### config.mk
export PLATFORM = sky130hd
export DESIGN_NAME = pai_sqrt_cell
export DESIGN_NICKNAME = d
export VERILOG_FILES = /design/src/hdl/pai_pkg.sv /design/src/hdl/pai_sqrt_cell.sv
export SDC_FILE = /design/constraint.sdc
export NUM_CORES = 1
export LEC_CHECK = 0
export BUFFER_PORTS_ARGS = -buffer_cell sky130_fd_sc_hd__buf_2
export CAP_MARGIN = 10
export CORE_MARGIN = 2
export CORE_UTILIZATION = 40
export CTS_CLUSTER_DIAMETER = 80
export DETAILED_ROUTE_END_ITERATION = 8
export GPL_TIMING_DRIVEN = 0
export SYNTH_ARGS = -nofsm -noshare
export SYNTH_HDL_FRONTEND = slang
export SYNTH_SLANG_ARGS = --single-unit
### constraint.sdc
create_clock -name clk -period 11.4 [get_ports clk]
set_input_delay 1.71 -clock clk [delete_from_list [all_inputs] [get_ports clk]]
set_output_delay 1.71 -clock clk [all_outputs]
set_load 0.01 [all_outputs]
### src/hdl/pai_pkg.sv
// ----------------------------------------------------------------------------
// pai_pkg: shared types and constants for the planar arm IK pipeline
// Fixed-point widths, CORDIC angle table, cell payload structs, register map.
// ----------------------------------------------------------------------------
package pai_pkg;

  // Number of CORDIC micro-rotation cells per angle unit
  localparam int CORDIC_STAGES = 16;
  // Fraction bits of the angle and operand fixed-point format
  localparam int FRAC          = 16;

  // Square root: 42-bit radicand, 21-bit root, one root bit per cell
  localparam int SQRT_BITS = 21;
  localparam int SQ_W      = 2 * SQRT_BITS;
  localparam int SQ_T_W    = SQ_W + 2;

  // CORDIC operand, datapath and angle widths
  localparam int OP_W  = 36;
  localparam int CD_W  = OP_W + FRAC;
  localparam int Z_W   = 26;
  localparam int IDX_W = 5;

  localparam logic signed [Z_W-1:0] Z_90  = 26'sd5898240;
  localparam logic signed [Z_W-1:0] Z_180 = 26'sd11796480;

  // atan(2^-i) in degrees, 16 fraction bits, rounded to nearest
  localparam logic signed [Z_W-1:0] ATAN_DEG [32] = '{
    26'sd2949120, 26'sd1740967, 26'sd919879, 26'sd466945,
    26'sd234379,  26'sd117304,  26'sd58666,  26'sd29335,
    26'sd14668,   26'sd7334,    26'sd3667,   26'sd1833,
    26'sd917,     26'sd458,     26'sd229,    26'sd115,
    26'sd57,      26'sd29,      26'sd14,     26'sd7,
    26'sd4,       26'sd2,       26'sd1,      26'sd0,
    26'sd0,       26'sd0,       26'sd0,      26'sd0,
    26'sd0,       26'sd0,       26'sd0,      26'sd0
  };

  // Register map (word index)
  localparam logic [1:0] REG_FIRST_LINK  = 2'd0;
  localparam logic [1:0] REG_SECOND_LINK = 2'd1;
  localparam logic [1:0] REG_TOOL_OFFSET = 2'd2;

  // Payload handed from one square root cell to the next
  typedef struct packed {
    logic [SQ_W-1:0]      rem;
    logic [SQRT_BITS-1:0] root;
  } sq_t;

  // Payload handed from one CORDIC cell to the next
  typedef struct packed {
    logic signed [CD_W-1:0] x;
    logic signed [CD_W-1:0] y;
    logic signed [Z_W-1:0]  z;
    logic                   hold;
  } cordic_t;

endpackage

### src/hdl/pai_sqrt_cell.sv
// ----------------------------------------------------------------------------
// pai_sqrt_cell: one root bit of the pipelined integer square root
// Tries to set root bit idx against the running remainder, registers result.
// ----------------------------------------------------------------------------
module pai_sqrt_cell import pai_pkg::*; (
  input  logic             clk,
  input  logic             en,
  input  logic [IDX_W-1:0] idx,
  input  sq_t              din,
  output sq_t              dout
);

  logic [SQ_T_W-1:0] trial;
  sq_t               nxt;

  // Test (root + 2^idx)^2 - root^2 against the remainder
  always_comb begin
    trial = ({(SQ_T_W - SQRT_BITS)'(0), din.root} << (idx + 5'd1))
          + (SQ_T_W'(1) << {idx, 1'b0});
    nxt = din;
    if (trial <= {2'b00, din.rem}) begin
      nxt.rem  = din.rem - trial[SQ_W-1:0];
      nxt.root = din.root | (SQRT_BITS'(1) << idx);
    end
  end

  // Advance to the next cell
  always_ff @(posedge clk) begin
    if (en) begin
      dout <= nxt;
    end
  end

endmodule

==> summary.txt <==
==========================================================================================
Run status .................................................................. complete, no violations
WL per Instance .............................................................      18.6 um
Worst path most repeated cell ...............................................        buf_2
Worst setup margin ..........................................................     0.593 ns
Data arrival time at the worst-slack endpoint ...............................     10.91 ns
Internal Power ..............................................................     0.814 mW
Flip-flop and latch count after synthesis ...................................           63
Headroom to the max-slew limit ..............................................        43.6%
Largest registers ranked by flip-flop count .................................    dout (63)
Main combinational cell family by area after synthesis ...................... compound AO/OA/AOI/OAI gates
Max-slew violation total from the final report ..............................            0
Post-Synthesis Cell Area ....................................................    9470 um^2
Root Buffer Master ..........................................................    clkbuf_16
Category of the worst setup path capture point ..............................         flop
Synth Area in Compound Gates ................................................        22.2%
Initial Utilization .........................................................        40.6%
GRT Residual Overflow .......................................................            0
Post-Place Worst Slack ......................................................    -0.322 ns
Delay of the slowest cell on the worst path .................................      0.63 ns
Height of the die ...........................................................       158 um
Largest fanout on the critical path .........................................           10
Initial detailed-routing violation count ....................................          585
Core area ...................................................................   23300 um^2
Register with the highest flop count ........................................         dout
Critical path start-end classification ...................................... primary input to flop
Register share of total power ...............................................        23.9%
Num Clock Sinks .............................................................           63
Area grow syn2layout ........................................................        14.7%
Top cells by area, synth .................................................... edfxtp_1 20%, ha_1 15%, mux2i_1 5.4%
Number of nets in the finished design .......................................         1445
Maximum number of buffers from clock root to sink ...........................            2
Ratio of cells with drive above 1 in the final layout .......................        17.5%
Clock edge transition at the registers on the reported setup and hold paths .      0.06 ns
Power dissipated by switching net loads .....................................     0.557 mW
Setup violations, final .....................................................            0
Wire length of the first global-routing pass ................................     45800 um
Maximum number of pins on one net before global-route repair ................           64
Cell taking the most area after synthesis ...................................     edfxtp_1
Total of buffers placed on input and output ports ...........................          131
Synthesized-area fraction occupied by and/or/nand/nor cells .................        15.3%
Number of fill cells ........................................................         2372
Synthesized-area fraction occupied by adder cells ...........................        14.9%
Total count of hold-check failures in the final report ......................            0
Pwr dens ....................................................................  126 nW/um^2
Post-synth ARST share .......................................................           0%
Data required, critical path ................................................     11.50 ns
Number of max-cap violations ................................................            0
Number of global-route vias before repair ...................................         8385
Chip width ..................................................................       158 um
Cell variety after synth ....................................................           75
Final Core Density ..........................................................        46.5%
Power Total .................................................................      1.37 mW
Syn nets ....................................................................         1303
Area share of the largest cell type after synthesis .........................        20.0%
Final weighted congestion in routability-driven placement ...................        0.971
Sequential element share of the synthesized area ............................        20.0%
Overall global routing resource usage .......................................        23.9%
Most frequent cells in the layout ........................................... 148 x buf_2, 122 x inv_1, 111 x ha_1
Ports placed on the boundary ................................................          133
Share of the clock period used by the worst path ............................        94.8%
CTS buffer count ............................................................            9
CTS tree ....................................................................        built
Leakage dissipation .........................................................      5.13 nW
Vias after detailed routing .................................................         8745
Setup repair after global routing missed its margin .........................        false
Post-Synthesis Mean Instance Area ...........................................    8.44 um^2
Maximum ir drop on the vdd rail .............................................    0.0719 mV
Ratio of routed vias to standard cells ......................................         5.51
Max reg flops ...............................................................           63
Slew at the pin closest to its max-slew limit ...............................     0.847 ns
Depth of the CTS H-tree .....................................................            3
Part of the power in the clock network ......................................        22.1%
Worst-path cell with the longest stage delay ................................      o41ai_1
Most instantiated flip-flop cell in the synthesis netlist ...................     edfxtp_1
Hold Slack ..................................................................      1.70 ns
Count of nets left with antenna violations after detail routing .............            0
Remaining DRCs ..............................................................            0
Post-Synth XOR/XNOR Area ....................................................        8.22%
Antenna cell count ..........................................................            0
Type of the worst min-delay path ............................................ primary input to flop
Area enclosed by the die boundary ...........................................   24900 um^2
Most common cell after layout, fill and taps aside ..........................        buf_2
Number of synthesized flops with an enable pin ..............................           63
Cells after synthesis .......................................................         1121
Post-detail-place hpwl ......................................................     23700 um
Mux cell area share after synthesis .........................................        11.8%
Highest clock frequency the design can meet .................................   0.0925 GHz
Final critical path time including I/O delays and setup .....................     10.81 ns
Antenna violations before repair ............................................            0
Routed Wire Length ..........................................................     29500 um
Number of rows in the core area .............................................           56
Number of synthesis warnings ................................................            0
Pre-antenna DRT Iters .......................................................            5
Switching part of the total .................................................        40.6%
Critical Path Source Type ................................................... primary input
Combinational share of power ................................................        54.0%
==========================================================================================
## worst max-delay path: cells and delay by family
family                   cells  cell delay, ns
AO/OA/AOI/OAI               13            3.54
XOR/XNOR                     1            0.14
adder cells (fa/ha/maj)      3            1.16
buffers and inverters       10            2.22
multiplexers                 2            0.87
AND/OR/NAND/NOR              6            1.25
## cell families (layout without fill, tap and decap cells)
family / after synthesis / in the layout
and+or+nand+nor: 299 / 299
muxes: 85 / 85
DFF: 63 / 63
AOI/OAI and AO/OA: 302 / 302
buffers and inverters: 172 / 319
xor gates and xnor gates: 88 / 88
adders and majority gates: 112 / 112
## metrics by stage
stage	instances	area, um^2	setup TNS [ns]
floorplan	1121	9470	0
global placement	1571	10500	-14.53
detailed placement	1571	10500	-10.09
CTS	1587	10800	0
global route	1587	10900	0
finish	1587	10900	0
## layer usage
metal | part of all wire, % | wire length (um) | vias up | GRT usage [%]
met1 | 48 | 14200 | 4088 | 33.3
met4 | 2.6 | 781 | 0 | 7.58
met3 | 5.2 | 1530 | 40 | 3.20
met2 | 44 | 13100 | 282 | 38.3
met5 | 0 | 0 | - | 0
li1 | - | - | 4335 | -
## power by group through the flow
stage	registers [mW]	logic [mW]	clock network, mW
after global placement	0.332	0.728	0
after detailed placement	0.333	0.732	0
final	0.328	0.739	0.303
after global routing	0.332	0.816	0.315
after CTS	0.328	0.736	0.310
after floorplan	0.360	0.498	0
## cells in the mapped netlist, drive strengths merged, types with 22 or more instances
master    n
xnor2    56
edfxtp   63
a21oi    67
nor2     71
xor2     32
nand3    22
nand2    90
o21ai    47
a21o     48
inv     122
buf      32
mux2i    51
ha      111
## worst paths after layout
| path | from | to | slack (ns) | cells past startpoint |
|---|---|---|---|---|
| worst min-delay path | din[54] | dout[54] | 1.70 | 2 |
| worst max-delay path | idx[0] | dout[38] | 0.59 | 35 |
## repair_timing
action	in CTS	in global routing
hold buffers	0	0
setup buffers	0	0
resized for setup	0	6
endpoints found under the setup margin	0	63
## layout make-up
class	count	area [um^2]	area share [%]
Buffer	50	267	2.45
Clock buffer	11	233	2.14
Clock inverter	5	72.6	0.668
Inverter	122	458	4.22
Multi-Input combinational cell	886	6880	63.4
Sequential cell	63	1890	17.4
Tap cell	319	399	3.68
Timing Repair Buffer	131	658	6.06
Power figures use the tool's default switching activity.
